==> src/design/asmc_pkg.sv <==
`timescale 1ns / 1ps

package asmc_pkg;

	localparam int DATA_WIDTH_DEF = 32;
	localparam int FRAC_BITS_DEF = 16;

	localparam int CFG_INDEX_W = 3;
	localparam int CFG_DATA_W = 31;

	localparam logic [CFG_INDEX_W-1:0] CFG_SAMPLE_PERIOD = 3'd0;
	localparam logic [CFG_INDEX_W-1:0] CFG_SURFACE_SLOPE = 3'd1;
	localparam logic [CFG_INDEX_W-1:0] CFG_LINEAR_GAIN = 3'd2;
	localparam logic [CFG_INDEX_W-1:0] CFG_ADAPT_RATE = 3'd3;
	localparam logic [CFG_INDEX_W-1:0] CFG_INITIAL_GAIN = 3'd4;
	localparam logic [CFG_INDEX_W-1:0] CFG_GAIN_FLOOR = 3'd5;
	localparam logic [CFG_INDEX_W-1:0] CFG_SURFACE_BAND = 3'd6;
	localparam logic [CFG_INDEX_W-1:0] CFG_ANGULAR_MODE = 3'd7;

	localparam logic [CFG_DATA_W-1:0] SAMPLE_PERIOD_RST = 31'd655;
	localparam logic [CFG_DATA_W-1:0] SURFACE_SLOPE_RST = 31'd65536;
	localparam logic [CFG_DATA_W-1:0] LINEAR_GAIN_RST = 31'd65536;
	localparam logic [CFG_DATA_W-1:0] ADAPT_RATE_RST = 31'd65536;
	localparam logic [CFG_DATA_W-1:0] INITIAL_GAIN_RST = 31'd65536;
	localparam logic [CFG_DATA_W-1:0] GAIN_FLOOR_RST = 31'd6554;
	localparam logic [CFG_DATA_W-1:0] SURFACE_BAND_RST = 31'd6554;
	localparam logic ANGULAR_MODE_RST = 1'b0;

	// Pi and two pi with 30 fraction bits.
	localparam logic [63:0] PI_Q30 = 64'd3373259426;
	localparam logic [63:0] TWO_PI_Q30 = 64'd6746518852;

	typedef enum logic [3:0] {
		ST_IDLE,
		ST_ERR,
		ST_WRAP,
		ST_SURF_MUL,
		ST_SURF_ADD,
		ST_RATE,
		ST_GAIN_MUL,
		ST_GAIN_ADD,
		ST_ROOT_WAIT,
		ST_T1_MUL,
		ST_T1_TAKE,
		ST_T2_MUL,
		ST_DRV_NEG,
		ST_DRV_SUB,
		ST_OUT
	} asmc_state_t;

endpackage

==> src/design/asmc_mul.sv <==
`timescale 1ns / 1ps

module asmc_mul
	import asmc_pkg::*;
#(
	parameter int DATA_WIDTH = DATA_WIDTH_DEF,
	parameter int FRAC_BITS = FRAC_BITS_DEF
) (
	input logic clk,
	input logic arst_n,
	input logic start,
	input logic signed [DATA_WIDTH-1:0] a,
	input logic signed [DATA_WIDTH-1:0] b,
	output logic busy,
	output logic signed [DATA_WIDTH-1:0] product
);

	localparam int PW = 2 * DATA_WIDTH;
	localparam int CW = $clog2(DATA_WIDTH);
	localparam logic [PW-1:0] LIM_POS = {{(DATA_WIDTH + 1){1'b0}}, {(DATA_WIDTH - 1){1'b1}}};
	localparam logic [PW-1:0] LIM_NEG = LIM_POS + PW'(1);

	logic busy_q;
	logic fin_q;
	logic [CW-1:0] cnt_q;
	logic neg_q;
	logic [PW-1:0] ma_q;
	logic [DATA_WIDTH-1:0] mb_q;
	logic [PW-1:0] acc_q;
	logic signed [DATA_WIDTH-1:0] product_q;

	logic [DATA_WIDTH-1:0] a_mag;
	logic [DATA_WIDTH-1:0] b_mag;
	logic [PW-1:0] q_full;
	logic [PW-1:0] lim;
	logic [DATA_WIDTH-1:0] q_low;

	assign a_mag = a[DATA_WIDTH-1] ? -a : a;
	assign b_mag = b[DATA_WIDTH-1] ? -b : b;
	assign q_full = acc_q >> FRAC_BITS;
	assign lim = neg_q ? LIM_NEG : LIM_POS;
	assign q_low = q_full[DATA_WIDTH-1:0];

	always_ff @(posedge clk or negedge arst_n) begin
		if (!arst_n) begin
			busy_q <= 1'b0;
			fin_q <= 1'b0;
			cnt_q <= '0;
		end else if (start) begin
			busy_q <= 1'b1;
			fin_q <= 1'b0;
			cnt_q <= '0;
		end else if (busy_q && fin_q) begin
			busy_q <= 1'b0;
			fin_q <= 1'b0;
		end else if (busy_q) begin
			cnt_q <= cnt_q + 1'b1;
			if (cnt_q == CW'(DATA_WIDTH - 1)) begin
				fin_q <= 1'b1;
			end
		end
	end

	always_ff @(posedge clk) begin
		if (start) begin
			neg_q <= a[DATA_WIDTH-1] ^ b[DATA_WIDTH-1];
			ma_q <= PW'(a_mag);
			mb_q <= b_mag;
			acc_q <= '0;
		end else if (busy_q && fin_q) begin
			if (q_full >= lim) begin
				product_q <= neg_q ? ~LIM_POS[DATA_WIDTH-1:0] : LIM_POS[DATA_WIDTH-1:0];
			end else begin
				product_q <= neg_q ? -q_low : q_low;
			end
		end else if (busy_q) begin
			if (mb_q[0]) begin
				acc_q <= acc_q + ma_q;
			end
			ma_q <= ma_q << 1;
			mb_q <= mb_q >> 1;
		end
	end

	assign busy = busy_q;
	assign product = product_q;

endmodule

==> src/design/asmc_sqrt.sv <==
`timescale 1ns / 1ps

module asmc_sqrt
	import asmc_pkg::*;
#(
	parameter int DATA_WIDTH = DATA_WIDTH_DEF,
	parameter int FRAC_BITS = FRAC_BITS_DEF
) (
	input logic clk,
	input logic arst_n,
	input logic start,
	input logic [DATA_WIDTH-1:0] radicand,
	output logic busy,
	output logic signed [DATA_WIDTH-1:0] root
);

	localparam int RW = DATA_WIDTH + FRAC_BITS;
	localparam int RW2 = RW + (RW % 2);
	localparam int N = RW2 / 2;
	localparam int CW = $clog2(N);
	localparam int NW = (N > DATA_WIDTH) ? N : DATA_WIDTH;
	localparam logic [NW-1:0] VMAX_N = NW'({(DATA_WIDTH - 1){1'b1}});

	logic busy_q;
	logic fin_q;
	logic [CW-1:0] cnt_q;
	logic [RW2-1:0] rad_q;
	logic [N+1:0] rem_q;
	logic [N-1:0] res_q;
	logic signed [DATA_WIDTH-1:0] root_q;

	logic [N+1:0] rem_sh;
	logic [N+1:0] trial;
	logic [NW-1:0] res_ext;

	assign rem_sh = {rem_q[N-1:0], rad_q[RW2-1 -: 2]};
	assign trial = {res_q, 2'b01};
	assign res_ext = NW'(res_q);

	always_ff @(posedge clk or negedge arst_n) begin
		if (!arst_n) begin
			busy_q <= 1'b0;
			fin_q <= 1'b0;
			cnt_q <= '0;
		end else if (start) begin
			busy_q <= 1'b1;
			fin_q <= 1'b0;
			cnt_q <= '0;
		end else if (busy_q && fin_q) begin
			busy_q <= 1'b0;
			fin_q <= 1'b0;
		end else if (busy_q) begin
			cnt_q <= cnt_q + 1'b1;
			if (cnt_q == CW'(N - 1)) begin
				fin_q <= 1'b1;
			end
		end
	end

	always_ff @(posedge clk) begin
		if (start) begin
			rad_q <= RW2'({radicand, {FRAC_BITS{1'b0}}});
			rem_q <= '0;
			res_q <= '0;
		end else if (busy_q && fin_q) begin
			root_q <= (res_ext > VMAX_N) ? VMAX_N[DATA_WIDTH-1:0] : res_ext[DATA_WIDTH-1:0];
		end else if (busy_q) begin
			rad_q <= rad_q << 2;
			if (rem_sh >= trial) begin
				rem_q <= rem_sh - trial;
				res_q <= {res_q[N-2:0], 1'b1};
			end else begin
				rem_q <= rem_sh;
				res_q <= {res_q[N-2:0], 1'b0};
			end
		end
	end

	assign busy = busy_q;
	assign root = root_q;

endmodule

==> src/design/adaptive_sliding_mode_controller_top.sv <==
`timescale 1ns / 1ps
// A control step passes the error, wrap, surface, rate, gain, root and drive states before its
// result; a clear item goes straight to output. No new item is taken until the result is loaded.
// The time is set by one shift-add multiplier that retires one multiplier bit per cycle and
// forms four products in turn; the square root runs beside it one result bit per cycle.
// Reset is asynchronous and active low: registers return to their defaults, the gain is
// loaded with the default initial gain and the previous gain rate is cleared.

module adaptive_sliding_mode_controller_top
	import asmc_pkg::*;
#(
	parameter int DATA_WIDTH = DATA_WIDTH_DEF,
	parameter int FRAC_BITS = FRAC_BITS_DEF
) (
	input logic clk,
	input logic arst_n,
	input logic cfg_write,
	input logic [CFG_INDEX_W-1:0] cfg_index,
	input logic [CFG_DATA_W-1:0] cfg_data,
	input logic in_valid,
	output logic in_ready,
	input logic cmd,
	input logic signed [31:0] position,
	input logic signed [31:0] velocity,
	input logic signed [31:0] target_position,
	input logic signed [31:0] target_velocity,
	output logic out_valid,
	input logic out_ready,
	output logic signed [31:0] drive,
	output logic signed [31:0] gain_now,
	output logic signed [31:0] surface
);

	localparam int DW = DATA_WIDTH;
	localparam int WW = ((DATA_WIDTH > 32) ? DATA_WIDTH : 32) + 2;
	localparam logic signed [WW-1:0] VMAX_W = {{(WW - DW + 1){1'b0}}, {(DW - 1){1'b1}}};
	localparam logic signed [WW-1:0] VMIN_W = ~VMAX_W;
	localparam logic signed [WW-1:0] OMAX_W = {{(WW - 31){1'b0}}, {31{1'b1}}};
	localparam logic signed [WW-1:0] OMIN_W = ~OMAX_W;

	localparam int SH = 30 - FRAC_BITS;
	localparam logic [63:0] PI_RND = (PI_Q30 + ((64'd1 << SH) >> 1)) >> SH;
	localparam logic [63:0] TWO_PI_RND = (TWO_PI_Q30 + ((64'd1 << SH) >> 1)) >> SH;
	localparam logic [63:0] VMAX64 = (64'd1 << (DW - 1)) - 64'd1;
	localparam logic [127:0] PI_EXT = {64'd0, ((PI_RND > VMAX64) ? VMAX64 : PI_RND)};
	localparam logic [127:0] TWO_PI_EXT = {64'd0, ((TWO_PI_RND > VMAX64) ? VMAX64 : TWO_PI_RND)};
	localparam logic signed [WW-1:0] PI_W = PI_EXT[WW-1:0];
	localparam logic signed [WW-1:0] NEG_PI_W = -PI_W;
	localparam logic signed [WW-1:0] TWO_PI_W = TWO_PI_EXT[WW-1:0];

	function automatic logic signed [DW-1:0] sat_dw(input logic signed [WW-1:0] x);
		if (x > VMAX_W) begin
			return VMAX_W[DW-1:0];
		end else if (x < VMIN_W) begin
			return VMIN_W[DW-1:0];
		end
		return x[DW-1:0];
	endfunction

	function automatic logic signed [31:0] sat_out(input logic signed [WW-1:0] x);
		if (x > OMAX_W) begin
			return OMAX_W[31:0];
		end else if (x < OMIN_W) begin
			return OMIN_W[31:0];
		end
		return x[31:0];
	endfunction

	function automatic logic signed [WW-1:0] ext(input logic signed [DW-1:0] x);
		return WW'(x);
	endfunction

	function automatic logic signed [DW-1:0] wrap_err(input logic signed [DW-1:0] e);
		logic signed [WW-1:0] ew;
		ew = ext(e);
		if (ew > PI_W) begin
			return sat_dw(ew - TWO_PI_W);
		end else if (ew < NEG_PI_W) begin
			return sat_dw(ew + TWO_PI_W);
		end
		return e;
	endfunction

	localparam logic signed [DW-1:0] GAIN_RST = sat_dw(WW'(INITIAL_GAIN_RST));

	asmc_state_t state_q, state_d;

	logic [CFG_DATA_W-1:0] period_q;
	logic [CFG_DATA_W-1:0] slope_q;
	logic [CFG_DATA_W-1:0] lin_gain_q;
	logic [CFG_DATA_W-1:0] adapt_q;
	logic [CFG_DATA_W-1:0] floor_q;
	logic [CFG_DATA_W-1:0] band_q;
	logic angular_q;

	logic signed [31:0] pos_q;
	logic signed [31:0] vel_q;
	logic signed [31:0] tpos_q;
	logic signed [31:0] tvel_q;
	logic signed [DW-1:0] e1_q;
	logic signed [DW-1:0] e2_q;
	logic signed [DW-1:0] s_q;
	logic signed [DW-1:0] half_q;
	logic signed [DW-1:0] last_rate_q;
	logic signed [DW-1:0] gain_q;
	logic signed [DW-1:0] t1_q;
	logic signed [DW-1:0] drive_q;
	logic out_valid_q;
	logic signed [31:0] drive_out_q;
	logic signed [31:0] gain_out_q;
	logic signed [31:0] surface_out_q;

	logic signed [DW-1:0] period_d;
	logic signed [DW-1:0] slope_d;
	logic signed [DW-1:0] lin_gain_d;
	logic signed [DW-1:0] adapt_d;
	logic signed [DW-1:0] floor_d;
	logic signed [DW-1:0] band_d;

	logic signed [DW-1:0] e1_d;
	logic signed [DW-1:0] e2_d;
	logic [DW-1:0] s_mag;
	logic signed [DW-1:0] rate_d;
	logic signed [DW:0] rate_sum;
	logic signed [DW:0] rate_adj;
	logic signed [DW-1:0] root_s;

	logic mul_start;
	logic signed [DW-1:0] mul_a;
	logic signed [DW-1:0] mul_b;
	logic mul_busy;
	logic signed [DW-1:0] mul_res;
	logic sqrt_start;
	logic sqrt_busy;
	logic signed [DW-1:0] sqrt_res;
	logic accept;
	logic out_load;

	assign period_d = sat_dw(WW'(period_q));
	assign slope_d = sat_dw(WW'(slope_q));
	assign lin_gain_d = sat_dw(WW'(lin_gain_q));
	assign adapt_d = sat_dw(WW'(adapt_q));
	assign floor_d = sat_dw(WW'(floor_q));
	assign band_d = sat_dw(WW'(band_q));

	assign e1_d = sat_dw(ext(sat_dw(WW'(tpos_q))) - ext(sat_dw(WW'(pos_q))));
	assign e2_d = sat_dw(ext(sat_dw(WW'(tvel_q))) - ext(sat_dw(WW'(vel_q))));
	assign s_mag = s_q[DW-1] ? -s_q : s_q;
	assign root_s = s_q[DW-1] ? -sqrt_res : sqrt_res;

	always_comb begin
		if (gain_q > floor_d) begin
			if (s_mag > band_d) begin
				rate_d = adapt_d;
			end else if (s_mag < band_d) begin
				rate_d = -adapt_d;
			end else begin
				rate_d = '0;
			end
		end else begin
			rate_d = floor_d;
		end
	end

	// Halving rounds toward zero, so a negative sum is bumped by one first.
	assign rate_sum = (DW + 1)'(rate_d) + (DW + 1)'(last_rate_q);
	assign rate_adj = rate_sum + $signed({{DW{1'b0}}, rate_sum[DW]});

	asmc_mul #(
		.DATA_WIDTH(DATA_WIDTH),
		.FRAC_BITS(FRAC_BITS)
	) u_mul (
		.clk(clk),
		.arst_n(arst_n),
		.start(mul_start),
		.a(mul_a),
		.b(mul_b),
		.busy(mul_busy),
		.product(mul_res)
	);

	asmc_sqrt #(
		.DATA_WIDTH(DATA_WIDTH),
		.FRAC_BITS(FRAC_BITS)
	) u_sqrt (
		.clk(clk),
		.arst_n(arst_n),
		.start(sqrt_start),
		.radicand(s_mag),
		.busy(sqrt_busy),
		.root(sqrt_res)
	);

	always_ff @(posedge clk or negedge arst_n) begin
		if (!arst_n) begin
			state_q <= ST_IDLE;
		end else begin
			state_q <= state_d;
		end
	end

	always_comb begin
		state_d = state_q;
		in_ready = 1'b0;
		mul_start = 1'b0;
		mul_a = '0;
		mul_b = '0;
		sqrt_start = 1'b0;
		out_load = 1'b0;
		case (state_q)
			ST_IDLE: begin
				in_ready = 1'b1;
				if (in_valid) begin
					state_d = cmd ? ST_OUT : ST_ERR;
				end
			end
			ST_ERR: begin
				state_d = ST_WRAP;
			end
			ST_WRAP: begin
				state_d = ST_SURF_MUL;
			end
			ST_SURF_MUL: begin
				mul_start = 1'b1;
				mul_a = slope_d;
				mul_b = e1_q;
				state_d = ST_SURF_ADD;
			end
			ST_SURF_ADD: begin
				if (!mul_busy) begin
					state_d = ST_RATE;
				end
			end
			ST_RATE: begin
				sqrt_start = 1'b1;
				state_d = ST_GAIN_MUL;
			end
			ST_GAIN_MUL: begin
				mul_start = 1'b1;
				mul_a = half_q;
				mul_b = period_d;
				state_d = ST_GAIN_ADD;
			end
			ST_GAIN_ADD: begin
				if (!mul_busy) begin
					state_d = ST_ROOT_WAIT;
				end
			end
			ST_ROOT_WAIT: begin
				if (!sqrt_busy) begin
					state_d = ST_T1_MUL;
				end
			end
			ST_T1_MUL: begin
				mul_start = 1'b1;
				mul_a = gain_q;
				mul_b = root_s;
				state_d = ST_T1_TAKE;
			end
			ST_T1_TAKE: begin
				if (!mul_busy) begin
					state_d = ST_T2_MUL;
				end
			end
			ST_T2_MUL: begin
				mul_start = 1'b1;
				mul_a = lin_gain_d;
				mul_b = s_q;
				state_d = ST_DRV_NEG;
			end
			ST_DRV_NEG: begin
				if (!mul_busy) begin
					state_d = ST_DRV_SUB;
				end
			end
			ST_DRV_SUB: begin
				state_d = ST_OUT;
			end
			ST_OUT: begin
				if (!out_valid_q || out_ready) begin
					out_load = 1'b1;
					state_d = ST_IDLE;
				end
			end
			default: begin
				state_d = ST_IDLE;
			end
		endcase
	end

	assign accept = in_valid && in_ready;

	always_ff @(posedge clk or negedge arst_n) begin
		if (!arst_n) begin
			period_q <= SAMPLE_PERIOD_RST;
			slope_q <= SURFACE_SLOPE_RST;
			lin_gain_q <= LINEAR_GAIN_RST;
			adapt_q <= ADAPT_RATE_RST;
			floor_q <= GAIN_FLOOR_RST;
			band_q <= SURFACE_BAND_RST;
			angular_q <= ANGULAR_MODE_RST;
		end else if (cfg_write) begin
			case (cfg_index)
				CFG_SAMPLE_PERIOD: period_q <= cfg_data;
				CFG_SURFACE_SLOPE: slope_q <= cfg_data;
				CFG_LINEAR_GAIN: lin_gain_q <= cfg_data;
				CFG_ADAPT_RATE: adapt_q <= cfg_data;
				CFG_INITIAL_GAIN: begin
					// The initial gain only matters at reset, which loads its default.
				end
				CFG_GAIN_FLOOR: floor_q <= cfg_data;
				CFG_SURFACE_BAND: band_q <= cfg_data;
				CFG_ANGULAR_MODE: angular_q <= cfg_data[0];
				default: begin
				end
			endcase
		end
	end

	always_ff @(posedge clk or negedge arst_n) begin
		if (!arst_n) begin
			gain_q <= GAIN_RST;
			last_rate_q <= '0;
			out_valid_q <= 1'b0;
		end else begin
			if (accept && cmd) begin
				gain_q <= '0;
			end else if (state_q == ST_GAIN_ADD && !mul_busy) begin
				gain_q <= sat_dw(ext(gain_q) + ext(mul_res));
			end
			if (state_q == ST_RATE) begin
				last_rate_q <= rate_d;
			end
			if (out_load) begin
				out_valid_q <= 1'b1;
			end else if (out_ready) begin
				out_valid_q <= 1'b0;
			end
		end
	end

	always_ff @(posedge clk) begin
		if (accept) begin
			pos_q <= position;
			vel_q <= velocity;
			tpos_q <= target_position;
			tvel_q <= target_velocity;
			if (cmd) begin
				s_q <= '0;
				drive_q <= '0;
			end
		end
		case (state_q)
			ST_ERR: begin
				e1_q <= e1_d;
				e2_q <= e2_d;
			end
			ST_WRAP: begin
				if (angular_q) begin
					e1_q <= wrap_err(e1_q);
					e2_q <= wrap_err(e2_q);
				end
			end
			ST_SURF_ADD: begin
				if (!mul_busy) begin
					s_q <= sat_dw(ext(e2_q) + ext(mul_res));
				end
			end
			ST_RATE: begin
				half_q <= rate_adj[DW:1];
			end
			ST_T1_TAKE: begin
				if (!mul_busy) begin
					t1_q <= mul_res;
				end
			end
			ST_DRV_NEG: begin
				if (!mul_busy) begin
					drive_q <= sat_dw(-ext(t1_q));
				end
			end
			ST_DRV_SUB: begin
				drive_q <= sat_dw(ext(drive_q) - ext(mul_res));
			end
			default: begin
			end
		endcase
		if (out_load) begin
			drive_out_q <= sat_out(ext(drive_q));
			gain_out_q <= sat_out(ext(gain_q));
			surface_out_q <= sat_out(ext(s_q));
		end
	end

	assign out_valid = out_valid_q;
	assign drive = drive_out_q;
	assign gain_now = gain_out_q;
	assign surface = surface_out_q;

endmodule

==> config.mk <==
export PLATFORM = sky130hd
export DESIGN_NAME = adaptive_sliding_mode_controller_top
export DESIGN_NICKNAME = d
export VERILOG_FILES = /design/src/design/asmc_pkg.sv /design/src/design/asmc_mul.sv /design/src/design/asmc_sqrt.sv /design/src/design/adaptive_sliding_mode_controller_top.sv
export SDC_FILE = /design/constraint.sdc
export NUM_CORES = 2
export LEC_CHECK = 0
export ABC_CLOCK_PERIOD_IN_PS = 15000
export BUFFER_PORTS_ARGS = -buffer_cell sky130_fd_sc_hd__clkbuf_2
export CAP_MARGIN = 40
export CORE_ASPECT_RATIO = 0.8
export CORE_MARGIN = 2
export CORE_UTILIZATION = 30
export DETAILED_ROUTE_END_ITERATION = 10
export HOLD_SLACK_MARGIN = 0.12
export PLACE_DENSITY_LB_ADDON = 0.05
export SYNTH_ARGS = -nofsm -noshare
export SYNTH_HDL_FRONTEND = slang
export SYNTH_SLANG_ARGS = --single-unit
export TNS_END_PERCENT = 20
==> constraint.sdc <==
create_clock -name clk -period 15 [get_ports clk]
set_clock_uncertainty 0.1 [all_clocks]
set_input_delay 0.75 -clock clk [delete_from_list [all_inputs] [get_ports clk]]
set_output_delay 0.75 -clock clk [all_outputs]
set_load 0.01 [all_outputs]
### After elaboration in Yosys (flattened, before gate mapping)

Index checks and enable logic that the tools add are counted.

* flip-flop bits (word level): 991
* bits in latches: 0
* RAM bits: 0
* memory bits (read-only): 0
* output and inout bits: 98
* logic and storage cells: 385
* memories kept: 0

* add/subtract/negate cells: 22
* multiply operators: 0
* divide/modulo/power cells: 0
* $lt $le $gt $ge: 44
* eq/ne operators: 34
* shift-type cells: 0
* muxes and demuxes: 196
* bitwise operators: 6
* reductions and logical operators: 42

Operators with widths (number)
* two-way mux 32 bit: 85
* greater-than comparator 33 x 32 -> 1 bit (second input constant): 9
* < comparator 33 x 32 -> 1 bit (second input constant): 9
* case mux 32 bit (4 select lines): 2
* greater-than comparator 32 bit (second input constant): 7
* < comparator 32 bit (second input constant): 7
* case mux 32 bit (2 select lines): 3
* negator 32 bit: 5
* two-way mux 48 bit: 3
* adder 32 x 32 -> 33 bit: 3
* subtractor 32 x 32 -> 33 bit: 3
* two-way mux 1 bit: 86
* adder 32 x 20 -> 33 bit (second input constant): 2
* subtractor 32 x 20 -> 33 bit (second input constant): 2
* adder 64 bit: 1
* greater-or-equal comparator 48 x 64 -> 1 bit: 1
* greater-than comparator 32 x 19 -> 1 bit (second input constant): 2
* < comparator 32 x 19 -> 1 bit (second input constant): 2
* case mux 4 bit (15 select lines): 1
* greater-than comparator 34 x 32 -> 1 bit (second input constant): 1
* < comparator 34 x 32 -> 1 bit (second input constant): 1
* negator 32 -> 34 bit: 1
* adder 33 x 2 -> 33 bit: 1
* greater-than comparator 32 x 31 -> 1 bit: 1
* other kinds (33): 106

### Depth between registers and ports, before layout

* depth after elaboration: 14
* gate-level depth with buffers: 36
* gate-level depth less buffers: 34

### By module

Synthesis repeated with hierarchy kept, for this count alone.

* cells, all modules: 7047
* area total of the unflattened synthesis: 64539.4 µm²

By module, submodules not included
* adaptive_sliding_mode_controller_top: times used 1, cells each 4972, area an instance 45503.6 µm², seq. area each 18287.5 µm²
* asmc_mul: times used 1, cells each 1598, area an instance 13585.5 µm², seq. area each 5009.8 µm²
* asmc_sqrt: times used 1, cells each 477, area an instance 5450.2 µm², seq. area each 2817.7 µm²

### Worst setup path after synthesis

OpenSTA, ideal clock, no wires.

* kind: reg-to-reg
* start point: register state_q[3]
* end point: register drive_out_q[0] (netlist: drive[0]), enable pin
* library setup time: 668 ps
* data arrival time: 7949 ps
* data required time: 14232 ps
* slack: 6282 ps
* stages on the path, launching flop included: 7
* buffers on the path: 4
* period minus slack after synthesis: 8718 ps
* cells stage by stage: dfrtp_1 > buf_4 > buf_2 > buf_2 > buf_2 > nand2_1 > nor3_1

* cells in the longest elaborated chain, start to end: 2

RTL lines
* start: declaration: line adaptive_sliding_mode_controller_top.sv:86 `asmc_state_t state_q, state_d;`
* start signal: assignment: line adaptive_sliding_mode_controller_top.sv:198 `state_q <= state_d;`
* == test 4 bit: line adaptive_sliding_mode_controller_top.sv:210 `case (state_q)`
* two-way mux 1 bit: line adaptive_sliding_mode_controller_top.sv:210
* net out_load: line adaptive_sliding_mode_controller_top.sv:137 `logic out_load;`
* end signal: assignment: line adaptive_sliding_mode_controller_top.sv:389 `drive_out_q <= sat_out(ext(drive_q));`
* end: declaration: line adaptive_sliding_mode_controller_top.sv:109 `logic signed [31:0] drive_out_q;`

The timed path passes the listed nets, and every way through them passes these cells.
A chain may end at the register's enable or synchronous reset.

### Final worst setup path

* start point: register s_q[8]
* end point: register half_q[31] (data pin)

* cells in the longest elaborated chain, start to end: 8
* elaborated cells on any way between the ends: 9

RTL lines
* start: declaration: line adaptive_sliding_mode_controller_top.sv:102 `logic signed [DW-1:0] s_q;`
* start signal: assignment: line adaptive_sliding_mode_controller_top.sv:366 `s_q <= sat_dw(ext(e2_q) + ext(mul_res));`
* negator 32 bit: line adaptive_sliding_mode_controller_top.sv:148 `assign s_mag = s_q[DW-1] ? -s_q : s_q;`
* two-way mux 32 bit (*): line adaptive_sliding_mode_controller_top.sv:148
* < comparator 32 x 31 -> 1 bit: line adaptive_sliding_mode_controller_top.sv:155 `end else if (s_mag < band_d) begin`
* two-way mux 32 bit: line adaptive_sliding_mode_controller_top.sv:155
* two-way mux 32 bit (*): line adaptive_sliding_mode_controller_top.sv:153 `if (s_mag > band_d) begin`
* two-way mux 32 bit (*): line adaptive_sliding_mode_controller_top.sv:152 `if (gain_q > floor_d) begin`
* net rate_d[3]: line adaptive_sliding_mode_controller_top.sv:123 `logic signed [DW-1:0] rate_d;`
* adder 32 x 32 -> 33 bit (*): line adaptive_sliding_mode_controller_top.sv:166 `assign rate_sum = (DW + 1)'(rate_d) + (DW + 1)'(last_rate_q);`
* adder 33 x 2 -> 33 bit (*): line adaptive_sliding_mode_controller_top.sv:167 `assign rate_adj = rate_sum + $signed({{DW{1'b0}}, rate_sum[DW]});`
* net rate_adj[32]: line adaptive_sliding_mode_controller_top.sv:125 `logic signed [DW:0] rate_adj;`
* end signal: assignment: line adaptive_sliding_mode_controller_top.sv:370 `half_q <= rate_adj[DW:1];`
* end: declaration: line adaptive_sliding_mode_controller_top.sv:103 `logic signed [DW-1:0] half_q;`

The timed path passes the listed nets; every way through them passes the cells marked *.

==> impl_metrics.yaml <==
sta:
  finalHoldViolCount: 0
  period_share: 0.688
  hold_ws_ns: 0.296
  worst_slew_pin_slew_ns: 0.916
  clock.fmax_ghz: 0.0969
  fin_tns_setup_ns: 0
  slew_violations: 0
  rsz0062_at_grt: "false"
  setup_violations: 0
  slew_headroom: 0.389
  post-route-min-period_ns: 10.31
worst_setup_path:
  crit_type: "reg2reg"
  ff2ff_setup_slack_ns: 4.69
  crit_path_end: "half_q[31]"
  critPathTopFamily: "compound AO/OA/AOI/OAI gates"
  reg2regPathDepth: 34
  startpoint: "s_q[8]"
  rr_endpoint: "half_q[31]"
  cp-end-kind: "register"
  cp.depth: 34
  critical_path.max_stage_delay_ns: 0.71
  r2r_start: "s_q[8]"
  path_buf_inv: 2
  cp.required_ns: 15.38
  arrival_ns: 10.70
  start_kind: "register"
  crit_fanout: 25
  cp_slowest_cell: "o41ai_2"
detailed_routing:
  met1_length_mm: 120
  avgRoutedWirePerCell_microns: 23.9
  routed-wl-met2_mm: 107
  dr_wl_met3_mm: 11.5
  drc: 0
  routed_wl_mm: 243
  drt_iter0_markers: 4563
  antenna_left: 0
  route.vias.total: 54800
  top_layer: "met4"
  dr.pass1.iters: 8
  routed_via_density: 5.39
die:
  ios: 266
  core-area_sq_mm: 0.215
  die_x_microns: 525
  die_h_microns: 420
  rows: 152
  die_area_sq_mm: 0.221
  start_util: 0.302
place:
  place_hpwl_mm: 183
  gp_congestion: 0.862
  io_buffers: 265
  post-place-cells: 9812
synth:
  ys_seq_area_frac: 0.401
  netlist_area_sq_mm: 0.0650
  async_flop_share: 0.275
  yosysTopAreaCell: "edfxtp_1"
  ys_ff_latch: 983
  synth_area_per_cell_sq_um: 9.18
  syn-instance-count: 7085
  synth_enable_flop_cells: 505
  yosysUniqueCellTypes: 111
  synth_common_cells: "832 x nand2_1, 505 x edfxtp_1, 489 x a21oi_1"
  ys.flop_type: "edfxtp_1"
  synth_nets: 7653
  synth_top_area_frac: 0.233
  ys_top_cells_by_area: "edfxtp_1 23%, dfrtp_1 9.5%, ha_1 7.6%"
  yosys_warnings: 0
  yosysMostFrequentCell: "nand2_1"
grt:
  grt_pass1_wl_mm: 361
  grt.total_usage: 0.216
  antenna_found_initial: 45
  grt_start_max_net_pins: 97
  grt.overflow.total: 0
  grt_pass1_vias: 52900
clock_tree:
  clkTransAtPathRegs_ns: 0.07
  clockBufferDepth: 3
  cts_buffers: 117
  htreeDepth: 3
  clk_latency_ns: 0.77
  cts_resized: 0
  hold_buffers: 129
  cts.sink_count: 983
  post_cts_buffers: 0
  cts_root_buf: "clkbuf_16"
  cts_tree: "built"
power:
  p_leak_nw: 31.0
  p_per_area_mw_per_mm2: 189
  vdd_drop_max_mv: 0.145
cells_and_area:
  fin_nets: 7781
  fillCellCount: 22100
  layoutNonFillerInstCount: 10200
  area.growth.synth_to_final_pct: 15.0
  drive_gt1_frac: 0.132
min_path:
  hold_class: "in2reg"
status:
  status: "complete, no violations"
job:
  maxCapViolations: 0
layer usage:
layer	global-route usage	vias to the layer above
met3	0.0273	263
met5	0	-
li1	-	26200
met2	0.339	1315
met4	0.0489	0
met1	0.314	27000
power breakdown:
group	internal [W]	leakage [nW]	switching, W	total [W]
Sequential	0.00374	9.79	0.000750	0.00449
Combinational	0.00257	19.2	0.00400	0.00657
Clock	0.00180	1.99	0.00128	0.00308
Total	0.00811	31.0	0.00603	0.0141
worst min-delay path by stage:
stage | start | end | slack (ns) | cells after the start
6_report | cmd | state_q[2] | 0.30 | 3
2_1_floorplan | u_sqrt.res_q[23] | u_sqrt.root[23] | 0.33 | 0
4_1_cts | cmd | state_q[2] | 0.23 | 3
3_3_place_gp | u_mul.acc_q[12] | u_mul.acc_q[12] | 0.34 | 2
3_5_place_dp | u_mul.acc_q[11] | u_mul.acc_q[11] | 0.35 | 2
5_1_grt | cfg_data[7] | adapt_q[7] | 0.27 | 2
cell type report:
type | count | area [sq um] | area share
well taps | 2849 | 3560 | 0.0477
clock buffers | 150 | 3230 | 0.0432
flip-flops and latches | 983 | 26100 | 0.349
clock inverters | 72 | 841 | 0.0112
inverters | 321 | 1210 | 0.0162
multi-input cells | 5265 | 36000 | 0.481
diodes | 3 | 7.51 | 0.000100
repair buffers | 525 | 3850 | 0.0515
cell families (layout without fill, tap and decap cells):
logic type	after synthesis	count (layout)	share of synthesized area
simple gates	2190	2190	0.163
compound gates	1953	1953	0.201
buf+inv	837	1068	0.0495
xor+xnor	438	438	0.0590
fa+ha+maj	404	404	0.0784
other cells	0	3	0
flops	983	983	0.401
mux	280	280	0.0472
cell usage in the layout (no fill, tap or decap), types with 88 or more instances in the layout:
cell type      synthesis  layout
nand2_1              832     829
edfxtp_1             505     505
a21oi_1              489     488
nor2_1               397     393
ha_1                 393     393
o21ai_0              392     391
inv_1                318     318
clkbuf_2               0     264
xnor2_1              263     263
dfrtp_1              246     244
a21o_1               218     218
mux2_2               212     212
dfxtp_1              208     207
xor2_1               175     175
nand3_1              167     167
nor3_1               158     147
dlygate4sd3_1          0     129
clkbuf_16              0     122
buf_4                  2     106
nand4_1               92      92
a31oi_1               91      88
metrics by stage:
stage / cell area (sq um) / power [W] / setup slack [ns] / util
after floorplan: 65000 / 0.00905 / 6.28 / -
after global placement: 69000 / 0.0110 / 4.89 / 0.321
after detailed placement: 69400 / 0.0110 / 4.88 / 0.323
after CTS: 74800 / 0.0142 / 4.81 / 0.348
after global routing: 74800 / 0.0152 / 4.13 / 0.348
final: 74800 / 0.0141 / 4.69 / 0.348
flip-flops by register name, summed over array words and instances, names as in the netlist, 32 cells and up:
signal and count:
drive 32, drive_q 32, e1_q 32, e2_q 32, gain_now 32, gain_q 32, half_q 32, last_rate_q 32
pos_q 32, s_q 32, surface 32, t1_q 32, tpos_q 32, tvel_q 32, u_mul.acc_q 64, u_mul.ma_q 64
u_mul.mb_q 32, u_mul.product 32, u_sqrt.rad_q 32, vel_q 32
worst register-to-register path, delay by kind of cell (launching register included):
kind                       cells  cell delay (ns)
buffers and inverters          2             0.59
and+or+nand+nor               13             3.81
muxes                          1             0.31
DFF                            1             0.38
AOI/OAI and AO/OA             13             3.89
adders and majority gates      3             0.67
xor gates and xnor gates       2             0.29
(Power assumes the default switching activity.)
